[config.mk]
export PLATFORM = sky130hd
export DESIGN_NAME = olt_cell
export DESIGN_NICKNAME = d
export VERILOG_FILES = /design/src/hw/rtl/olt_pkg.sv /design/src/hw/rtl/olt_cell.sv
export SDC_FILE = /design/constraint.sdc
export NUM_CORES = 1
export LEC_CHECK = 0
export ABC_AREA = 1
export BUFFER_PORTS_ARGS = -buffer_cell sky130_fd_sc_hd__buf_4
export CAP_MARGIN = 20
export CORE_MARGIN = 2
export CORE_UTILIZATION = 45
export DETAILED_ROUTE_END_ITERATION = 12
export PLACE_DENSITY = 0.81
export SYNTH_ARGS = -nofsm -noshare
export SYNTH_HDL_FRONTEND = slang
export SYNTH_SLANG_ARGS = --single-unit
[constraint.sdc]
create_clock -name clk -period 3.7 [get_ports clk]
set_clock_uncertainty 0.05 [all_clocks]
set_input_delay 1.11 -clock clk [delete_from_list [all_inputs] [get_ports clk]]
set_output_delay 1.11 -clock clk [all_outputs]
set_load 0.1 [all_outputs]
[src/hw/rtl/olt_pkg.sv]
package olt_pkg;

    localparam int DEPTH_DEF      = 64;
    localparam int DATA_WIDTH_DEF = 32;

    localparam int OP_W = 3;
    localparam int ST_W = 2;

    localparam logic [OP_W-1:0] OP_PUSH_BACK  = 3'd0;
    localparam logic [OP_W-1:0] OP_POP_BACK   = 3'd1;
    localparam logic [OP_W-1:0] OP_PUSH_FRONT = 3'd2;
    localparam logic [OP_W-1:0] OP_POP_FRONT  = 3'd3;
    localparam logic [OP_W-1:0] OP_INSERT     = 3'd4;
    localparam logic [OP_W-1:0] OP_ERASE      = 3'd5;
    localparam logic [OP_W-1:0] OP_FIND       = 3'd6;
    localparam logic [OP_W-1:0] OP_CLEAR      = 3'd7;

    localparam logic [ST_W-1:0] ST_OK    = 2'd0;
    localparam logic [ST_W-1:0] ST_FULL  = 2'd1;
    localparam logic [ST_W-1:0] ST_EMPTY = 2'd2;
    localparam logic [ST_W-1:0] ST_RANGE = 2'd3;

    // match bits examined per scan cycle
    localparam int GRP_BITS   = 3;
    localparam int SCAN_GROUP = 1 << GRP_BITS;

    typedef struct packed {
        logic ins;  // open a slot at pos, write value there
        logic rem;  // close the slot at pos
        logic cmp;  // latch match against value
    } cell_ctrl_t;

    typedef struct packed {
        logic done;
        logic found;
    } scan_res_t;

endpackage

[src/hw/rtl/olt_cell.sv]
module olt_cell #(
    parameter int DATA_WIDTH = olt_pkg::DATA_WIDTH_DEF,
    parameter int POS_W      = 7,
    parameter int CELL_IDX   = 0
) (
    input  logic                   clk,
    input  olt_pkg::cell_ctrl_t    ctrl,
    input  logic [POS_W-1:0]       pos,
    input  logic [POS_W-1:0]       cnt,
    input  logic [DATA_WIDTH-1:0]  value,
    input  logic [DATA_WIDTH-1:0]  left_data,
    input  logic [DATA_WIDTH-1:0]  right_data,
    output logic [DATA_WIDTH-1:0]  data,
    output logic                   hit
);
    import olt_pkg::*;

    localparam logic [POS_W-1:0] IDX = POS_W'(CELL_IDX);

    logic [DATA_WIDTH-1:0] data_reg;
    logic                  hit_reg;

    always_ff @(posedge clk)
    begin
        if (ctrl.ins)
        begin
            if (IDX == pos)
                data_reg <= value;
            else if (IDX > pos)
                data_reg <= left_data;
        end
        else if (ctrl.rem)
        begin
            // pull the right neighbor's word over the erased slot
            if (IDX >= pos)
                data_reg <= right_data;
        end
    end

    always_ff @(posedge clk)
    begin
        if (ctrl.cmp)
            hit_reg <= (data_reg == value) && (IDX < cnt);
    end

    assign data = data_reg;
    assign hit  = hit_reg;

endmodule

==> results of run 1 <==
==> routing by layer <==
layer / GRT usage [%] / wire length [um] / up-vias
met5: 0 / 0 / -
met4: 6.78 / 121 / 0
met3: 4.04 / 477 / 13
met2: 42.8 / 3870 / 99
met1: 28.1 / 3060 / 1201
li1: - / - / 1315
==> power groups by stage <==
stage          sequential, uW  clock, uW  combinational (uW)
3_5_place_dp              426          0                 220
3_3_place_gp              426          0                 215
2_1_floorplan             442          0                75.1
4_1_cts                   418        333                 220
6_report                  418        330                 219
5_1_grt                   418        348                 238
==> metrics by stage <==
| step | cell area, um^2 | std cells | setup WS [ns] | hold slack, ns | power (uW) |
|---|---|---|---|---|---|
| 2_1_floorplan | 2620 | 321 | 0.170 | 1.17 | 517 |
| 3_3_place_gp | 3720 | 529 | 0.961 | 0.716 | 641 |
| 3_5_place_dp | 3720 | 529 | 0.912 | 0.741 | 646 |
| 4_1_cts | 3830 | 537 | 1.20 | 0.753 | 971 |
| 5_1_grt | 3830 | 537 | 1.11 | 0.821 | 1000 |
| 6_report | 3830 | 537 | 1.22 | 0.753 | 967 |
==> layout make-up <==
type	count	area share, %
clock buffer	6	1.89
clock inverter	2	0.882
inverter	37	3.76
multi-input combinational	239	35.9
sequential	33	25.9
tap	72	2.35
timing repair buffer	148	29.3
==> cells by family (layout without fill, tap and decap cells) <==
| family | after synthesis | count (layout) | synth area share (%) |
|---|---|---|---|
| xor gates and xnor gates | 11 | 11 | 3.68 |
| and+or+nand+nor | 159 | 159 | 32.5 |
| AOI/OAI and AO/OA | 69 | 69 | 16.1 |
| buffers and inverters | 49 | 193 | 9.94 |
| DFF | 33 | 33 | 37.8 |
==> cells in the final DEF (no fill, tap or decap), types with 3 or more instances in the layout <==
cell and instances:
buf_4 147, nand2_1 91, o21ai_1 40, inv_1 36, edfxtp_1 33, nor2_4 30
nor2_1 27, o21ai_2 20, xnor2_1 11, o21ai_0 9, clkbuf_8 5, nand3_1 3
==> final timing paths <==
check,cells after the start,to
worst max register to register,7,hit
worst min register to register,5,hit
worst max-delay path,7,data[13]
worst min-delay path,5,hit
==> critical path: stages <==
cell and delay (ns):
buf_4 0.11, nor2_2 0.11, nand2_2 0.09, nor2_8 0.14
inv_6 0.21, nor2_4 0.39, buf_12 0.23
==> run metrics, run 1 <==
switching share of power 24.5%; port bufs 146; register area share after synthesis between 30% and 40%; vias 2628; Tcrit/Tclk final 67.1%; Fin. Hold Viols 0; hold_buf cts 0; fillers between 400 and 500; Post-Syn Instances 321; element type at the critical path end flip-flop; Initial Util 47.0%; status finished, final reports clean; Post-synth EDFFs 33; All-Layer GR Usage about a quarter; area grow syn2layout 46.2%; Inserted Diodes 0; yosys warns 0; share of layout cells above drive strength 1 a little under half; Synth area leaders edfxtp_1 (38%), nand2_1 (13%), nor2_4 (12%); register area roughly 990 um^2; Pwr Density 252 nW/um^2; Post-synth top flop edfxtp_1; setup bufs post-CTS 0; largest net degree at the start of global routing 35; global-route wire length before repair 11.6 mm; syn avg cell area 8.16 um^2; register bit total from synthesis 33; Netlist Area Pre-Place roughly 2600 um^2; WS Path Type in -> reg; worst vdd ir about 0.22 mV; final wirelength roughly 7.5 mm; Hold WC Path Type reg -> reg; clock share of power about a third; hpwl dp between 5 and 6 mm; top cell type's share of synthesized area a little under two fifths; HP Start data[30]; WP data required about 3.6 ns; Core Box Area between 5000 and 6000 um^2; Synth area leader edfxtp_1; Cell Int Power approximately 730 uW; DR iter-0 viols around 180; GR Overflow Total 0; drt first pass iters 6; Fin Setup TNS 0 ns; Leakage 0.00178 uW; FFs w/ async S/R, synth 0%; Comb power frac 22.7%; die area ~6400 um^2; CTS Sinks 33; post-layout util 68.7%; TritonCTS clock tree done; placer congestion estimate between 0.8 and 0.9; R2R Path Start data[17]; Routed Antenna Nets 0; Syn Nets about 440; Switch Pwr 237 uW; minimum clock period 2.48 ns; Flop pwr share roughly 43%; crit path launch pos[5]; endpoints failing setup 0; CTS buffer count 5; highest clock rate 403 MHz; Worst slew margin between 20 and 30%; via/cell ratio approximately 5; # DRC 0; Routed WL per cell ~14 um; footprint of the multi-input gates about 1400 um^2; most instantiated library cell after synthesis nand2_1; CTS root buffer clkbuf_8; arrival time worst endpoint roughly 2.4 ns; row cnt 27; RSZ-0062 raised after global routing false; htree depth 2; CP startpoint kind primary input; max FFs per register 32; max cap viols 0; library cells used by synthesis 20; Worst-Margin Slew approximately 1.1 ns; Post-synth top cells nand2_1 (91), o21ai_1 (40), inv_1 (36), edfxtp_1 (33), nor2_4 (29); worst skew pair latency about 0.28 ns; height of the chip about 80 um; Max Slew Vio Count 0; antenna violations before repair 0; vias in the first global route 2599; clock buffer depth 2; # IOs between 100 and 150; reg2reg setup slack 2.42 ns; Nets 578; post_cts resized 0; worst-path maximum fanout 33; Worst-path clk slew around 0.070 ns; DIE WIDTH around 80 um
No activity file was read; power rests on OpenSTA's default activity.
==> run 2: changes to the inputs <==
Clock period 3.7 ns to 2.6 ns, I/O delays scaled along.
==> run metrics, run 2 (synthesized netlist as in run 1, its figures left out) <==
status finished, final reports clean (unchanged); hpwl dp 5.98 mm (was 5.82 mm); row cnt 27 (unchanged); GR Overflow Total 0 (unchanged); critical path cell sequence buf_4 > inv_1 > nand2_2 > nor2_8 > inv_6 > buf_4 > nor2_4 > o21ai_1 (was buf_4 > nor2_2 > nand2_2 > nor2_8 > inv_6 > nor2_4 > buf_12); switching share of power 26.5% (was 24.5%); CTS buffer count 5 (unchanged); placer congestion estimate 0.812 (was 0.837); Fin. Hold Viols 0 (unchanged); Routed WL per cell 14.1 um (was 14.0 um); Routed Antenna Nets 0 (unchanged); Pwr Density 338 nW/um^2 (was 252 nW/um^2); Hold WC Path Type in -> reg (was reg -> reg); WP data required 2.68 ns (was 3.63 ns); clock buffer depth 2 (unchanged); Initial Util 47.0% (unchanged); post-placement cell count 532 (was 529); hold_buf cts 0 (unchanged); antenna violations before repair 0 (unchanged); CTS Sinks 33 (unchanged); via/cell ratio 4.90 (was 4.89); area grow syn2layout 45.6% (was 46.2%); total length of routed met2 wires 3.94 mm (was 3.87 mm); Worst-path clk slew 0.07 ns (about the same); endpoints failing setup 0 (unchanged); Flop pwr share 46.2% (was 43.2%); Core Box Area 5570 um^2 (unchanged); Met1 Routed Length 3.00 mm (was 3.06 mm); commonest non-fill, non-tap cells in the layout buf_4 (151), nand2_1 (91), o21ai_1 (40), inv_1 (36), edfxtp_1 (33) (was buf_4 (147), nand2_1 (91), o21ai_1 (40), inv_1 (36), edfxtp_1 (33)); max cap viols 0 (unchanged); Leakage 0.00178 uW (about the same); largest net degree at the start of global routing 33 (was 35); vias 2646 (was 2628); CTS root buffer clkbuf_8 (unchanged); clock share of power 29.7% (was 34.1%); Worst slew margin 34.5% (was 28.2%); height of the chip 80.3 um (unchanged); Tcrit/Tclk final between 70% and 80%; # IOs 147 (unchanged); post_cts resized 0 (unchanged); final wirelength 7.60 mm (was 7.53 mm); Most common cell on crit path buf_4; TritonCTS clock tree done (unchanged); Max Slew Vio Count 0 (unchanged); Inserted Diodes 0 (unchanged); port bufs 146 (unchanged); RSZ-0062 raised after global routing false (unchanged); worst-path cell with the longest stage delay buf_4 (was nor2_4); element type at the critical path end flip-flop (unchanged); worst vdd ir 0.181 mV (was 0.224 mV); Cell Int Power 947 uW (was 730 uW); All-Layer GR Usage 24.4% (was 23.5%); Fin Setup TNS 0 ns (unchanged); DR iter-0 viols 90 (was 177); Worst-Margin Slew 0.982 ns (was 1.08 ns); CP startpoint kind primary input (unchanged); Switch Pwr 341 uW (was 237 uW); max layer used met4 (unchanged); highest clock rate 519 MHz; drt first pass iters 4 (was 6); # DRC 0 (unchanged); global-route wire length before repair 12.1 mm (was 11.6 mm); met3 wire len 581 um (was 477 um); worst-path maximum fanout 22 (was 33); worst skew pair latency 0.28 ns (about the same); DIE WIDTH 80.3 um (unchanged); setup bufs post-CTS 0 (unchanged); minimum clock period between 1.5 and 2 ns; commonest non-fill, non-tap cell in the layout buf_4 (unchanged); Nets 581 (was 578); vias in the first global route 2686 (was 2599); arrival time worst endpoint 2.01 ns (was 2.42 ns); max FFs per register 32 (unchanged); share of layout cells above drive strength 1 45.5% (was 45.4%); Comb power frac 24.1% (was 22.7%); die area 6450 um^2 (unchanged); crit-path max cell delay 0.43 ns (was 0.39 ns); fin cells 540 (was 537); WS Path Type in -> reg (unchanged); htree depth 2 (unchanged)
[run 2: changes by cell type in the layout (fill, tap and decap cells not counted), sizes merged]
| cell | delta |
|---|---|
| clkbuf | +2 |
| clkinv | -1 |
| buf | +3 |
| bufinv | -1 |
[run 2: power groups by stage]
| stage | clock (uW) | sequential, uW | combinational [uW] |
|---|---|---|---|
| after global routing | 420 | 595 | 340 |
| after detailed placement | 0 | 607 | 312 |
| after CTS | 387 | 595 | 313 |
| final | 383 | 595 | 310 |
| after global placement | 0 | 606 | 304 |
| after floorplan | 0 | 628 | 107 |
[run 2: cell type report]
class | count | area [um^2]
clock buffer | 8 | 80.1
fill | 479 | 1760
inverter | 37 | 144
multi-input combinational | 239 | 1380
sequential | 33 | 991
tap | 72 | 90.1
timing repair buffer | 151 | 1130
[run 2: metrics by stage]
step	util [%]	power (uW)	hold slack (ns)	worst slack, ns	instance area [um^2]
final	68.4	1290	0.641	0.671	3810
after global routing	68.4	1350	0.626	0.558	3810
after CTS	68.4	1290	0.637	0.653	3810
after detailed placement	67.0	918	0.748	0.363	3730
after global placement	67.0	910	0.744	0.423	3730
after floorplan	-	736	0.842	0.300	2630
[run 2: worst paths after layout]
check	startpoint	end	slack, ns	depth (start not counted)
hold reg to reg	data[14]	hit	0.76	5
setup / recovery	pos[6]	data[27]	0.67	8
hold / removal	ctrl[0]	hit	0.64	1
setup reg to reg	data[17]	hit	1.27	7
[run 2: routing by layer]
layer / up-vias / GRT usage [%]
met5: - / 0
met4: 0 / 6.10
met3: 8 / 6.63
met2: 109 / 44.3
met1: 1212 / 28.3
li1: 1317 / -
[run 2: critical path, delay by kind of cell]
kind	cells	cell delay, ns
AND/OR/NAND/NOR	3	0.21
AO/OA/AOI/OAI	1	0.14
buffers and inverters	4	0.86
==> run 3: changes to the inputs <==
Settings changed: ABC_AREA 1 to 0, CORE_UTILIZATION 45 to 41.
Clock period 2.6 ns to 2 ns, I/O delays scaled along.
==> run metrics, run 3 <==
status finished, final reports clean (unchanged); largest net degree at the start of global routing 34 (was 33); Routed WL per cell 14.7 um (was 14.1 um); critical path cell sequence buf_4 > xor2_1 > nor4_1 > nand4_1 > a2111oi_2 (was buf_4 > inv_1 > nand2_2 > nor2_8 > inv_6 > buf_4 > nor2_4 > o21ai_1); Synth area leaders edfxtp_1 (48%), mux2i_1 (16%), xor2_1 (12%) (was edfxtp_1 (38%), nand2_1 (13%), nor2_4 (12%)); Post-synth top flop edfxtp_1 (unchanged); yosys warns 0 (unchanged); drt first pass iters 5 (was 4); Max Slew Vio Count 0 (unchanged); CP startpoint kind primary input (unchanged); vias in the first global route 1901 (was 2686); crit-path max cell delay 0.38 ns (was 0.43 ns); TritonCTS clock tree done (unchanged); commonest non-fill, non-tap cells in the layout buf_4 (153), nor2_1 (33), edfxtp_1 (33), mux2i_1 (32), a21oi_1 (32) (was buf_4 (151), nand2_1 (91), o21ai_1 (40), inv_1 (36), edfxtp_1 (33)); Netlist Area Pre-Place 2050 um^2 (was 2620 um^2); Leakage 0.00168 uW (was 0.00178 uW); post-layout util 69.8% (was 68.4%); arrival time worst endpoint 1.75 ns (was 2.01 ns); XOR/XNOR Fraction of Synth Area 13.7% (was 3.68%); CTS Sinks 33 (unchanged); worst skew pair latency 0.28 ns (about the same); Cell Int Power 1220 uW (was 947 uW); clock share of power 30.2% (was 29.7%); RSZ-0062 raised after global routing false (unchanged); Post-synth top cells nor2_1 (34), edfxtp_1 (33), a21oi_1 (32), mux2i_1 (32), xor2_1 (28) (was nand2_1 (91), o21ai_1 (40), inv_1 (36), edfxtp_1 (33), nor2_4 (29)); design area 3340 um^2 (was 3810 um^2); share of layout cells above drive strength 1 48.4% (was 45.5%); fillers 415 (was 479); port bufs 146 (unchanged); top cell type's share of synthesized area 48.3% (was 37.8%); WS Path Type in -> reg (unchanged); minimum clock period ~1.7 ns; CTS root buffer clkbuf_8 (unchanged); Worst-Margin Slew 0.420 ns (was 0.982 ns); placer congestion estimate 0.770 (was 0.812); Synth Area in Compound Gates 8.54% (was 16.1%); GR Overflow Total 0 (unchanged); commonest non-fill, non-tap cell in the layout buf_4 (unchanged); antenna violations before repair 0 (unchanged); setup bufs post-CTS 0 (unchanged); syn avg cell area 10.9 um^2 (was 8.16 um^2); largest family of logic cells by synthesized area multiplexers (was simple AND/OR/NAND/NOR gates); final wirelength 5.99 mm (was 7.60 mm); height of the chip 74.7 um (was 80.3 um); max FFs per register 32 (unchanged); Core Box Area 4790 um^2 (was 5570 um^2); FFs w/ async S/R, synth 0% (unchanged); worst-path maximum fanout 2 (was 22); clock buffer depth 2 (unchanged); mux contribution to synthesized area 15.6% (was 0%); Placed Area 3260 um^2 (was 3730 um^2); global-route wire length before repair 8.87 mm (was 12.1 mm); Fin. Hold Viols 0 (unchanged); endpoints failing setup 0 (unchanged); Switch Pwr 395 uW (was 341 uW); DIE WIDTH 74.7 um (was 80.3 um); Worst slew margin 71.8% (was 34.5%); # IOs 147 (unchanged); row cnt 25 (was 27); max cap viols 0 (unchanged); Pwr Density 482 nW/um^2 (was 338 nW/um^2); Initial Util 42.8% (was 47.0%); Post-synth EDFFs 33 (unchanged); htree depth 2 (unchanged); Flop pwr share 48.0% (was 46.2%); register bit total from synthesis 33 (unchanged); Inserted Diodes 0 (unchanged); Synth area leader edfxtp_1 (unchanged); hold_ws 0.463 ns (was 0.641 ns); vias 1992 (was 2646); post_cts resized 0 (unchanged); Tcrit/Tclk final between 80% and 90%; area grow syn2layout 63.0% (was 45.6%); Syn Nets 303 (was 435); All-Layer GR Usage 21.3% (was 24.4%); highest clock rate 585 MHz; library cells used by synthesis 16 (was 20); via/cell ratio 4.88 (was 4.90); Post-Syn Instances 189 (was 321); WP data required 2.04 ns (was 2.68 ns); Routed Antenna Nets 0 (unchanged); switching share of power 24.5% (was 26.5%); Comb power frac 21.8% (was 24.1%); CP delay by family, top simple AND/OR/NAND/NOR gates (was buffers and inverters); die area 5580 um^2 (was 6450 um^2); Hold WC Path Type in -> reg (unchanged); hpwl dp 4.94 mm (was 5.98 mm); DR iter-0 viols 94 (was 90); most instantiated library cell after synthesis nor2_1 (was nand2_1); hold_buf cts 0 (unchanged); Worst-path clk slew 0.07 ns (about the same); Nets 454 (was 581); worst vdd ir 0.268 mV (was 0.181 mV); worst-path cell with the longest stage delay nor4_1 (was buf_4); WP buf/inv 1 (was 4); register area share after synthesis 48.3% (was 37.8%); simple logic cell fraction of the synthesized area 10.9% (was 32.5%); element type at the critical path end flip-flop (unchanged); CTS buffer count 5 (unchanged); # DRC 0 (unchanged); Adder-Cell Fraction of Synth Area 0% (unchanged)
[run 3: cell count changes after synthesis, moves of 8 or more]
cell	previous run	this run
a21oi_1	0	32
inv_1	36	0
mux2i_1	0	32
nand2_1	91	0
nor2_4	29	0
nor4_1	0	8
o21ai_0	9	0
o21ai_1	40	0
o21ai_2	20	0
xor2_1	0	28
[run 3: worst register-to-register path, delay by kind of cell (launching register included)]
family	cells	cell delay (ns)
compound gates	1	0.31
xor+xnor	1	0.18
flops	1	0.40
simple gates	2	0.56
[run 3: area by class of cell]
| class | count | area, um^2 | share of cell area, % |
|---|---|---|---|
| Clock buffer | 6 | 72.6 | 2.17 |
| Tap cell | 67 | 83.8 | 2.51 |
| Timing Repair Buffer | 154 | 1170 | 35.0 |
| Sequential cell | 33 | 991 | 29.7 |
| Clock inverter | 2 | 10.0 | 0.300 |
| Multi-Input combinational cell | 146 | 1020 | 30.4 |
[run 3: power by group through the flow]
stage	combinational, uW	clock (uW)	sequential, uW
5_1_grt	384	531	773
6_report	352	487	773
3_5_place_dp	353	0	788
2_1_floorplan	108	0	817
4_1_cts	354	501	773
3_3_place_gp	346	0	788
[run 3: path summary, 6_finish.rpt]
kind | startpoint | to | slack, ns | depth (start not counted)
max | value[27] | hit | 0.29 | 5
min | ctrl[0] | hit | 0.46 | 1
max reg2reg | data[27] | hit | 0.32 | 4
min reg2reg | data[29] | hit | 0.72 | 3
[run 3: per-stage QoR]
step                      worst slack, ns  TNS [ns]  instances  power (uW)
after detailed placement         -0.00245  -0.00245        400        1140
after global placement             0.0241         0        400        1130
final                               0.291         0        408        1610
after CTS                           0.280         0        408        1630
after global routing                0.246         0        408        1690
after floorplan                    -0.138     -4.41        189         925
[run 3: cell families after synthesis]
logic type / after synthesis
AO/OA/AOI/OAI: 33
XOR/XNOR: 32
buffers and inverters: 10
flip-flops: 33
multiplexers: 32
AND/OR/NAND/NOR: 49
[run 3: metal layers]
metal  global-route usage (%)  routed length, um
met5                        0                  0
met4                     4.56                 33
met3                     5.89                491
met2                     38.7               3170
met1                     25.1               2290
