`config.mk`:
```
export PLATFORM = sky130hd
export DESIGN_NAME = olt_scan
export DESIGN_NICKNAME = d
export VERILOG_FILES = /design/src/hw/rtl/olt_pkg.sv /design/src/hw/rtl/olt_scan.sv
export SDC_FILE = /design/constraint.sdc
export NUM_CORES = 1
export LEC_CHECK = 0
export BUFFER_PORTS_ARGS = -buffer_cell sky130_fd_sc_hd__buf_2
export CORE_MARGIN = 2
export CORE_UTILIZATION = 40
export CTS_BUF_LIST = sky130_fd_sc_hd__clkbuf_16
export CTS_CLUSTER_DIAMETER = 80
export DETAILED_ROUTE_END_ITERATION = 8
export GPL_TIMING_DRIVEN = 0
export PLACE_DENSITY = 0.77
export SLEW_MARGIN = 20
export SYNTH_ARGS = -nofsm -noshare
export SYNTH_HDL_FRONTEND = slang
export SYNTH_SLANG_ARGS = --single-unit
```
`constraint.sdc`:
```
create_clock -name clk -period 3.1 [get_ports clk]
set_input_delay 0.31 -clock clk [delete_from_list [all_inputs] [get_ports clk]]
set_output_delay 0.31 -clock clk [all_outputs]
set_load 0.01 [all_outputs]
```
`src/hw/rtl/olt_pkg.sv`:
```
package olt_pkg;

    localparam int DEPTH_DEF      = 64;
    localparam int DATA_WIDTH_DEF = 32;

    localparam int OP_W = 3;
    localparam int ST_W = 2;

    localparam logic [OP_W-1:0] OP_PUSH_BACK  = 3'd0;
    localparam logic [OP_W-1:0] OP_POP_BACK   = 3'd1;
    localparam logic [OP_W-1:0] OP_PUSH_FRONT = 3'd2;
    localparam logic [OP_W-1:0] OP_POP_FRONT  = 3'd3;
    localparam logic [OP_W-1:0] OP_INSERT     = 3'd4;
    localparam logic [OP_W-1:0] OP_ERASE      = 3'd5;
    localparam logic [OP_W-1:0] OP_FIND       = 3'd6;
    localparam logic [OP_W-1:0] OP_CLEAR      = 3'd7;

    localparam logic [ST_W-1:0] ST_OK    = 2'd0;
    localparam logic [ST_W-1:0] ST_FULL  = 2'd1;
    localparam logic [ST_W-1:0] ST_EMPTY = 2'd2;
    localparam logic [ST_W-1:0] ST_RANGE = 2'd3;

    // match bits examined per scan cycle
    localparam int GRP_BITS   = 3;
    localparam int SCAN_GROUP = 1 << GRP_BITS;

    typedef struct packed {
        logic ins;  // open a slot at pos, write value there
        logic rem;  // close the slot at pos
        logic cmp;  // latch match against value
    } cell_ctrl_t;

    typedef struct packed {
        logic done;
        logic found;
    } scan_res_t;

endpackage

```
`src/hw/rtl/olt_scan.sv`:
```
module olt_scan #(
    parameter int DEPTH = olt_pkg::DEPTH_DEF,
    parameter int POS_W = 7,
    parameter int IDX_W = 6
) (
    input  logic                clk,
    input  logic                rst_n,
    input  logic                start,
    input  logic [DEPTH-1:0]    hits,
    input  logic [POS_W-1:0]    cnt,
    output olt_pkg::scan_res_t  res,
    output logic [IDX_W-1:0]    index
);
    import olt_pkg::*;

    localparam int NGRP  = (DEPTH + SCAN_GROUP - 1) / SCAN_GROUP;
    localparam int GRP_W = (NGRP > 1) ? $clog2(NGRP) : 1;
    localparam int HIT_W = NGRP * SCAN_GROUP;
    localparam int END_W = GRP_W + 1 + GRP_BITS;

    logic                  busy_reg;
    logic                  busy_next;
    logic [GRP_W-1:0]      grp_reg;
    logic [GRP_W-1:0]      grp_next;
    logic [HIT_W-1:0]      hit_pad;
    logic [SCAN_GROUP-1:0] chunk;
    logic [GRP_BITS-1:0]   enc;
    logic [END_W-1:0]      grp_end;
    logic                  last;

    always_comb
    begin
        hit_pad = HIT_W'(hits);
        chunk   = hit_pad[grp_reg*SCAN_GROUP +: SCAN_GROUP];
        enc     = '0;
        for (int b = SCAN_GROUP - 1; b >= 0; b--)
        begin
            if (chunk[b])
                enc = GRP_BITS'(b);
        end
        grp_end = {(GRP_W + 1)'(grp_reg) + (GRP_W + 1)'(1), GRP_BITS'(0)};
        // stop once this group reaches past the live entries
        last    = (grp_end >= END_W'(cnt));

        res.found = busy_reg && (|chunk);
        res.done  = busy_reg && ((|chunk) || last);
        index     = (|chunk) ? IDX_W'({grp_reg, enc}) : '0;

        busy_next = busy_reg;
        grp_next  = grp_reg;
        if (start)
        begin
            busy_next = 1'b1;
            grp_next  = '0;
        end
        else if (busy_reg)
        begin
            if (res.done)
                busy_next = 1'b0;
            else
                grp_next = grp_reg + GRP_W'(1);
        end
    end

    always_ff @(posedge clk or negedge rst_n)
    begin
        if (!rst_n)
        begin
            busy_reg <= 1'b0;
            grp_reg  <= '0;
        end
        else
        begin
            busy_reg <= busy_next;
            grp_reg  <= grp_next;
        end
    end

endmodule

```
==> results of run 1 <==
[timing repair]
action / CTS / global route
endpoints found under the setup margin: 0 / 3
hold buffers: 1 / 0
hold endpoints to repair: 4 / 0
gates resized for setup: 0 / 2
[power groups by stage]
| stage | Combinational (W) | Sequential (W) | Clock (W) |
|---|---|---|---|
| after floorplan | 0.0000458 | 0.0000540 | 0 |
| after global placement | 0.000112 | 0.0000541 | 0 |
| after detailed placement | 0.000114 | 0.0000541 | 0 |
| after CTS | 0.000115 | 0.0000535 | 0.000203 |
| after global routing | 0.000127 | 0.0000536 | 0.000208 |
| final | 0.000116 | 0.0000535 | 0.000203 |
[through the flow]
stage | worst slack [ps] | total power [W] | hold slack (ps) | area (µm²)
finish | 329 | 0.000372 | 302 | 1730
global route | 189 | 0.000389 | 315 | 1730
CTS | 64.1 | 0.000372 | 293 | 1730
detailed placement | 149 | 0.000168 | 117 | 1650
global placement | 162 | 0.000166 | 116 | 1650
floorplan | 556 | 0.0000998 | 14.4 | 1200
[kinds of logic after synthesis]
family,after synthesis
xor gates and xnor gates,2
muxes,9
DFF,4
and+or+nand+nor,73
buffers and inverters,21
AOI/OAI and AO/OA,37
adders and majority gates,5
[cell usage after synthesis, drive strengths merged, types with 4 or more instances]
library cell / count / area (µm²)
o32ai: 4 / 42.6
mux4: 8 / 180
nor2b: 5 / 31.3
inv: 13 / 48.8
nor3b: 9 / 82.6
dfrtp: 4 / 100
buf: 7 / 47.6
nor3: 18 / 105
nand2b: 10 / 62.6
o211ai: 4 / 35.0
a21oi: 10 / 50.1
nor2: 16 / 60.1
ha: 5 / 62.6
o21ai: 4 / 20.0
[area by class of cell]
type,instances,area share (%)
clock buffers,3,4.34
inverters,13,2.82
multi-input cells,126,58.0
plain buffers,7,2.82
flip-flops and latches,4,5.78
well taps,31,2.24
repair buffers,82,24.0
[metal layers]
layer | vias up | wire length (µm) | global-route usage [%]
met5 | - | 0 | 0
met2 | 71 | 1900 | 40.5
met3 | 7 | 286 | 2.20
met1 | 689 | 1630 | 30.2
met4 | 0 | 66 | 8.12
li1 | 746 | - | -
[final timing paths]
kind	startpoint	end	slack (ps)	depth (start not counted)
setup / recovery	grp_reg[2]$_DFFE_PN0P_	grp_reg[2]$_DFFE_PN0P_	330	9
hold / removal	start	grp_reg[0]$_DFFE_PN0P_	300	2
setup reg to reg	grp_reg[2]$_DFFE_PN0P_	grp_reg[2]$_DFFE_PN0P_	330	9
hold reg to reg	grp_reg[1]$_DFFE_PN0P_	grp_reg[1]$_DFFE_PN0P_	810	3
max in group asynchronous	rst_n	busy_reg$_DFF_PN0_	2560	2
min in group asynchronous	rst_n	grp_reg[2]$_DFFE_PN0P_	420	2
[worst max-delay path: stages, from the launching register on]
cell and delay (ps):
dfrtp_1 320, buf_2 200, buf_1 450, and3_1 240
ha_1 250, a21o_1 200, a311o_1 350, nor4_4 310
nand3_1 160, a21oi_1 190
==> summary.md, run 1 <==
| Metric | Value |
|---|---|
| Reg clk slew, reported paths | 30 ps |
| Post-synth cell types | 47 |
| Via count | 1513 |
| Fillers | 278 |
| DIE HEIGHT | 58.9 µm |
| Final HPWL DP | 3.26 mm |
| Setup TNS | 0 ps |
| Xor/xnor share of the synthesized area | 1.45% |
| Number of flops mapped to enable cells by yosys | 0 |
| Drt drc | 4 |
| Fraction of registers with async set/reset | 100% |
| Max_slew headroom | 63.3% |
| GP Congestion | 0.827 |
| Initial antenna violation count | 0 |
| Ant. Diodes | 0 |
| Final hold vios | 0 |
| Via density | 5.69 |
| Syn nets | 230 |
| CTS tree | done |
| Failing checks | design-rule violations |
| Endpoints failing setup | 0 |
| Setup crit start kind | flop |
| Grt total ovfl | 0 |
| Largest net degree at the start of global routing | 11 |
| Number of I/O pins | 82 |
| Net Sw Frac | 24.4% |
| Compound-cell area share of the yosys netlist | 21.9% |
| Hold Path Class | in -> reg |
| Measured slew at the worst slew-check pin | 546 ps |
| Nets | 316 |
| F_max | 0.361 GHz |
| RSZ-0062 raised after global routing | no |
| Leak Pwr | 0.826 nW |
| Clock Power Share | 54.4% |
| Drt pass-1 iters | 6 |
| Fraction of layout cells with a size suffix above 1 | 47.2% |
| Main synth FF type | dfrtp_1 |
| Per-cell routed wire length | 14.6 µm |
| Number of DRC markers in iteration 0 | 115 |
| Vias in the first global route | 1462 |
| Max reg flops | 3 |
| Die width | 58.9 µm |
| Final core utilization | 61.7% |
| Worst Path Required | 3240 ps |
| Avg Cell Area, Syn | 7.98 µm² |
| CP arrival | 2910 ps |
| H-tree depth | 1 |
| Post-synthesis sequential area ratio | 8.31% |
| Final Max Tran Viols | 0 |
| Multi-input gate area | 0.00100 mm² |
| First-pass GRT wire length | 6.27 mm |
| Post-Syn Instances | 151 |
| Setup Fix Bufs, Post-CTS | 0 |
| Maximum capacitance violations | 0 |
| Clock Skew | 1.54 ps |
| Highest-count cells in the layout ignoring fill and taps | buf_2, nor2_1, nor3_1, inv_1 |
| Combinational family with the most area after synthesis | simple AND/OR/NAND/NOR gates |
| Crit Path Class | reg -> reg |
| Post-route ant nets | 0 |
| DP Cell Count | 263 |
| Clock sink count | 4 |
| Critical Path End Type | flop |
| Run status | finished, violations left |
| Cell area after synthesis | 0.00120 mm² |
| Mux cell area share after synthesis | 15.8% |
| CTS root buf | clkbuf_16 |
| Final min period | 2770 ps |
| CP Max Fanout | 10 |
| Seq pwr share | 14.4% |
| Non-filler cells, final | 266 |
| CTS Buffer Depth | 2 |
| Peak VDD IR | 173 µV |
| Core footprint | 0.00281 mm² |
| Tot GR Track Use | 23.4% |
| Final wirelength | 3.88 mm |
| Synth warn | 0 |
| Post-synthesis adder-cell area fraction | 5.19% |
| Final Cycle Share | 89.4% |
| DIE AREA | 0.00347 mm² |
| Combinational cell fraction of total power | 31.2% |
| Seq cells post-synth | 4 |
| Net Switching | 0.0000908 W |
| Sequential standard cell area | 100 µm² |
| Post-Synth Simple-Gate Area | 39.0% |
| Area delta synth->final | 43.7% |
| PwrDens | 215 mW/mm² |
| Starting Density | 43.0% |
| # rows | 19 |
| Internal power | 0.000281 W |
| Worst-Skew Late Latency | 230 ps |
| CTS Buf Count | 3 |
| Number of port buffers | 81 |
| Commonest non-fill, non-tap cell in the layout | buf_2 |
(Power assumes the default switching activity.)
==> run 2: changes to the inputs <==
--- a/config.mk
+++ b/config.mk
@@ -6,5 +6,7 @@
 export NUM_CORES = 1
 export LEC_CHECK = 0
+export ABC_AREA = 1
 export BUFFER_PORTS_ARGS = -buffer_cell sky130_fd_sc_hd__buf_2
+export CORE_ASPECT_RATIO = 1.75
 export CORE_MARGIN = 2
 export CORE_UTILIZATION = 40
@@ -13,5 +15,5 @@
 export DETAILED_ROUTE_END_ITERATION = 8
 export GPL_TIMING_DRIVEN = 0
-export PLACE_DENSITY = 0.77
+export PLACE_DENSITY = 0.76
 export SLEW_MARGIN = 20
 export SYNTH_ARGS = -nofsm -noshare
==> constraint.sdc (replaced) <==
create_clock -name clk -period 3.1 [get_ports clk]
set_input_delay 0.62 -clock clk [delete_from_list [all_inputs] [get_ports clk]]
set_output_delay 0.62 -clock clk [all_outputs]
set_load 0.01 [all_outputs]
==> summary.md, run 2 <==
| Metric | Value |
|---|---|
| Measured slew at the worst slew-check pin | 318 ps |
| Reg clk slew, reported paths | 30 ps |
| Count leader, synth | nand2_1 |
| First-pass GRT wire length | 5.98 mm |
| Leak Pwr | 1.20 nW |
| Core footprint | 0.00293 mm² |
| Via count | 1693 |
| Final HPWL DP | 3.05 mm |
| CTS root buf | clkbuf_16 |
| Leading area contributor after synthesis | nand2_1 |
| Starting Density | 42.0% |
| Crit Path Class | reg -> out |
| Number of flops mapped to enable cells by yosys | 0 |
| Max reg flops | 3 |
| Final Cycle Share | 93.9% |
| DIE HEIGHT | 77.4 µm |
| Number of I/O pins | 82 |
| Post-synthesis sequential area ratio | 8.14% |
| Final hold vios | 0 |
| Setup TNS | 0 ps |
| Number of port buffers | 81 |
| Drt drc | 0 |
| Seq cells post-synth | 4 |
| Post-Syn Instances | 246 |
| Syn nets | 325 |
| RSZ-0062 raised after global routing | no |
| Hold buffers post-CTS | 0 |
| Die width | 45.9 µm |
| Post-synth cell types | 23 |
| H-tree depth | 1 |
| Commonest cells post-synth | nand2_1, inv_1, nand3_1 |
| F_max | 0.344 GHz |
| CTS tree | done |
| Tot GR Track Use | 21.8% |
| CTS Buffer Depth | 2 |
| Commonest non-fill, non-tap cell in the layout | nand2_1 |
| Initial antenna violation count | 0 |
| CP Max Fanout | 10 |
| Synth warn | 0 |
| Post-Synth Simple-Gate Area | 59.5% |
| Area delta synth->final | 41.5% |
| Worst Path Required | 2480 ps |
| DIE AREA | 0.00355 mm² |
| Drt pass-1 iters | 4 |
| GP Congestion | 0.808 |
| WHS | 189 ps |
| Post-synthesis adder-cell area fraction | 5.09% |
| Power consumption | 0.000365 W |
| Sequential standard cell area | 100 µm² |
| Setup Fix Bufs, Post-CTS | 0 |
| Clock sink count | 4 |
| Final wirelength | 3.71 mm |
| Multi-input gate area | 837 µm² |
| Final min period | 2910 ps |
| Top-area cell type share of the netlist area | 31.1% |
| Largest net degree at the start of global routing | 11 |
| Mux cell area share after synthesis | 0% |
| Combinational family with the most area after synthesis | simple AND/OR/NAND/NOR gates |
| Final Max Tran Viols | 0 |
| Fraction of layout cells with a size suffix above 1 | 31.6% |
| Run status | complete, no violations |
| CP arrival | 2290 ps |
| Hold Path Class | in -> async |
| Largest cells by area after synthesis | nand2_1, nand3_1, inv_1 |
| Fillers | 341 |
| Maximum capacitance violations | 0 |
| Ant. Diodes | 0 |
| Avg Cell Area, Syn | 5.00 µm² |
| Max_slew headroom | 78.7% |
| Setup crit start kind | flop |
| Vias in the first global route | 1511 |
| Compound-cell area share of the yosys netlist | 2.75% |
| Critical Path End Type | output port |
| Clock Skew | 1.80 ps |
| Via density | 4.74 |
| Post-route ant nets | 0 |
| CTS Buf Count | 3 |
| Number of DRC markers in iteration 0 | 34 |
| Peak VDD IR | 320 µV |
| Grt total ovfl | 0 |
| Main synth FF type | dfrtp_1 |
| Worst-Skew Late Latency | 230 ps |
| Nets | 410 |
| Highest-count cells in the layout ignoring fill and taps | nand2_1, buf_2, inv_1, nand3_1, nor2_1 |
| # rows | 26 |
| Cell area after synthesis | 0.00123 mm² |
| Xor/xnor share of the synthesized area | 0.712% |
| PwrDens | 209 mW/mm² |
| Per-cell routed wire length | 10.4 µm |
| Fraction of registers with async set/reset | 100% |
| Endpoints failing setup | 0 |
| Post-cts gate resize count | 0 |
==> run 2: changes by cell type after synthesis, sizes merged, moves of 5 or more <==
| cell | delta |
|---|---|
| a21oi | -8 |
| inv | +38 |
| mux4 | -8 |
| nand2 | +104 |
| nand2b | -10 |
| nand3 | +38 |
| nand4 | +5 |
| nor2 | -5 |
| nor2b | -5 |
| nor3 | -16 |
| nor3b | -9 |
==> run 2: power breakdown <==
part | leakage, nW | switching [W] | total, W | internal, W
Clock | 0.0370 | 0.0000397 | 0.000205 | 0.000165
Sequential | 0.0536 | 0.00000108 | 0.0000544 | 0.0000533
Combinational | 1.11 | 0.0000496 | 0.000105 | 0.0000558
Total | 1.20 | 0.0000904 | 0.000365 | 0.000274
==> run 2: worst paths after layout <==
path	from	to	slack, ps	depth (start not counted)
min	rst_n	grp_reg[2]$_DFFE_PN0P_	190	1
max in group asynchronous	rst_n	grp_reg[1]$_DFFE_PN0P_	2790	1
max	grp_reg[2]$_DFFE_PN0P_	res[1]	190	10
min reg2reg	busy_reg$_DFF_PN0_	grp_reg[2]$_DFFE_PN0P_	620	2
max reg2reg	grp_reg[2]$_DFFE_PN0P_	grp_reg[0]$_DFFE_PN0P_	1010	9
min in group clk	busy_reg$_DFF_PN0_	grp_reg[2]$_DFFE_PN0P_	620	2
==> run 2: worst max-delay path, cell delays in order (launching register included) <==
cell and delay [ps]:
dfrtp_1 330, clkinv_1 280, nor3_1 270, ha_1 280, a21oi_1 140, o21ai_0 80, nor2_1 200, inv_1 110
o21ai_0 180, inv_1 50, buf_2 130
==> run 2: cells by family after synthesis <==
kind of cell | count (synthesis)
and+or+nand+nor | 167
buffers and inverters | 63
AOI/OAI and AO/OA | 6
adders and majority gates | 5
DFF | 4
xor gates and xnor gates | 1
==> run 2: metrics by stage <==
stage	instance area, µm²	util, %	setup slack (ps)	cells
after floorplan	1230	-	700	246
after global placement	1670	57.1	315	355
after detailed placement	1670	57.1	287	355
after global routing	1740	59.4	34.0	357
final	1740	59.4	190	357
after CTS	1750	59.6	49.1	358
==> run 2: final cells by class <==
class                   count  area share, %
well taps                  28           2.01
multi-input cells         179           48.1
plain buffers              10           4.89
repair buffers             81           23.3
clock buffers               3           4.31
inverters                  52           11.6
flip-flops and latches      4           5.75
==> run 2: routing by layer <==
| layer | GRT usage [%] | share of wire (%) | up-vias |
|---|---|---|---|
| met5 | 0 | 0 | - |
| met4 | 11.1 | 2.0 | 0 |
| met3 | 1.86 | 4.0 | 7 |
| met2 | 39.6 | 55 | 41 |
| met1 | 22.6 | 39 | 733 |
| li1 | - | - | 912 |
==> run 3: changes to the inputs <==
Settings changed: BUFFER_PORTS_ARGS -buffer_cell sky130_fd_sc_hd__buf_2 to -buffer_cell sky130_fd_sc_hd__clkbuf_2.
==> summary.md, run 3 (synthesis gave the netlist of run 2 again) <==
| Metric | Value |
|---|---|
| Run status | complete, no violations |
| First-pass GRT wire length | 6.02 mm |
| Worst Path Required | 2480 ps |
| DIE HEIGHT | 77.4 µm |
| Via count | 1712 |
| Power consumption | 0.000364 W |
| CTS root buf | clkbuf_16 |
| Hold Path Class | in -> async |
| # rows | 26 |
| Post-route ant nets | 0 |
| Grt total ovfl | 0 |
| Commonest non-fill, non-tap cell in the layout | nand2_1 |
| R2r setup slk | 990 ps |
| Max_slew headroom | 78.4% |
| Final hold vios | 0 |
| CTS tree | done |
| Tot GR Track Use | 22.0% |
| Slowest-stage cell, CP | dfrtp_1 |
| Maximum capacitance violations | 0 |
| Reg clk slew, reported paths | 30 ps |
| Worst-path cell chain | clkinv_1 -> nor3_1 -> ha_1 -> a21oi_1 -> o21ai_0 -> nor2_1 -> inv_1 -> o21ai_0 -> inv_1 -> clkbuf_2 |
| Highest-count cells in the layout ignoring fill and taps | nand2_1, clkbuf_2, inv_1, nand3_1, nor2_1 |
| Clock sink count | 4 |
| CP peak stage delay | 330 ps |
| PwrDens | 209 mW/mm² |
| Fillers | 335 |
| Via density | 4.80 |
| Worst-Skew Late Latency | 230 ps |
| Peak VDD IR | 371 µV |
| Drt drc | 0 |
| Die width | 45.9 µm |
| Ant. Diodes | 0 |
| Largest net degree at the start of global routing | 11 |
| DP Cell Count | 355 |
| Max reg flops | 3 |
| F_max | 0.343 GHz |
| Nets | 410 |
| Vias in the first global route | 1551 |
| Final min period | 2920 ps |
| Core footprint | 0.00293 mm² |
| Final Max Tran Viols | 0 |
| CTS Buf Count | 3 |
| Buf/Inv on CP | 4 |
| GP Congestion | 0.828 |
| Final wirelength | 3.65 mm |
| CP Max Fanout | 10 |
| WHS | 191 ps |
| Number of port buffers | 81 |
| CP arrival | 2300 ps |
| DIE AREA | 0.00355 mm² |
| Non-filler cells, final | 357 |
| Setup TNS | 0 ps |
| Setup Fix Bufs, Post-CTS | 0 |
| Endpoints failing setup | 0 |
| Area of placed instances | 0.00167 mm² |
| Number of I/O pins | 82 |
| Post-cts gate resize count | 0 |
| Number of DRC markers in iteration 0 | 35 |
| Hold buffers post-CTS | 0 |
| Initial antenna violation count | 0 |
| Crit-path leading delay family | buffers and inverters |
| Fin area | 0.00174 mm² |
| Starting Density | 42.0% |
| CTS Buffer Depth | 2 |
| Final Cycle Share | 94.0% |
| Drt pass-1 iters | 4 |
| RSZ-0062 raised after global routing | no |
| Fraction of layout cells with a size suffix above 1 | 31.6% |
| Per-cell routed wire length | 10.2 µm |
| Crit Path Class | reg -> out |
| Area delta synth->final | 41.5% |
| H-tree depth | 1 |
| Leak Pwr | 1.21 nW |
| Final HPWL DP | 3.07 mm |
| Clock Skew | 1.58 ps |
| Setup crit start kind | flop |
| Measured slew at the worst slew-check pin | 323 ps |
| Critical Path End Type | output port |
==> run 3: report_power, final <==
| part | switching [W] | total (W) | internal [W] |
|---|---|---|---|
| clock network | 0.0000396 | 0.000205 | 0.000165 |
| logic | 0.0000491 | 0.000105 | 0.0000560 |
| registers | 0.00000101 | 0.0000543 | 0.0000533 |
==> run 3: path summary, 6_finish.rpt <==
check | to | cells past startpoint | startpoint
max in group asynchronous | grp_reg[1]$_DFFE_PN0P_ | 1 | rst_n
hold reg to reg | grp_reg[2]$_DFFE_PN0P_ | 2 | busy_reg$_DFF_PN0_
hold / removal | busy_reg$_DFF_PN0_ | 1 | rst_n
min in group clk | grp_reg[2]$_DFFE_PN0P_ | 2 | busy_reg$_DFF_PN0_
setup / recovery | res[1] | 10 | grp_reg[2]$_DFFE_PN0P_
setup reg to reg | grp_reg[1]$_DFFE_PN0P_ | 9 | grp_reg[2]$_DFFE_PN0P_
==> run 3: cell type report <==
cell class	instances	area (µm²)	share of cell area (%)
Multi-Input combinational cell	179	837	48.1
Timing Repair Buffer	81	405	23.3
Inverter	52	203	11.6
Sequential cell	4	100	5.75
Buffer	10	85.1	4.89
Clock buffer	3	75.1	4.31
Tap cell	28	35.0	2.01
==> run 3: stage by stage <==
stage / setup slack (ps) / utilization (%)
floorplan: 700 / -
CTS: 71.9 / 59.6
detailed placement: 325 / 57.1
global route: 65.9 / 59.4
global placement: 312 / 57.1
finish: 185 / 59.4
==> run 3: layer usage <==
layer	GRT usage [%]	up-vias	part of all wire, %
met1	20.9	752	38
met5	0	-	0
met2	43.3	42	57
met4	7.71	0	1.6
met3	2.33	5	3.9
li1	-	913	-
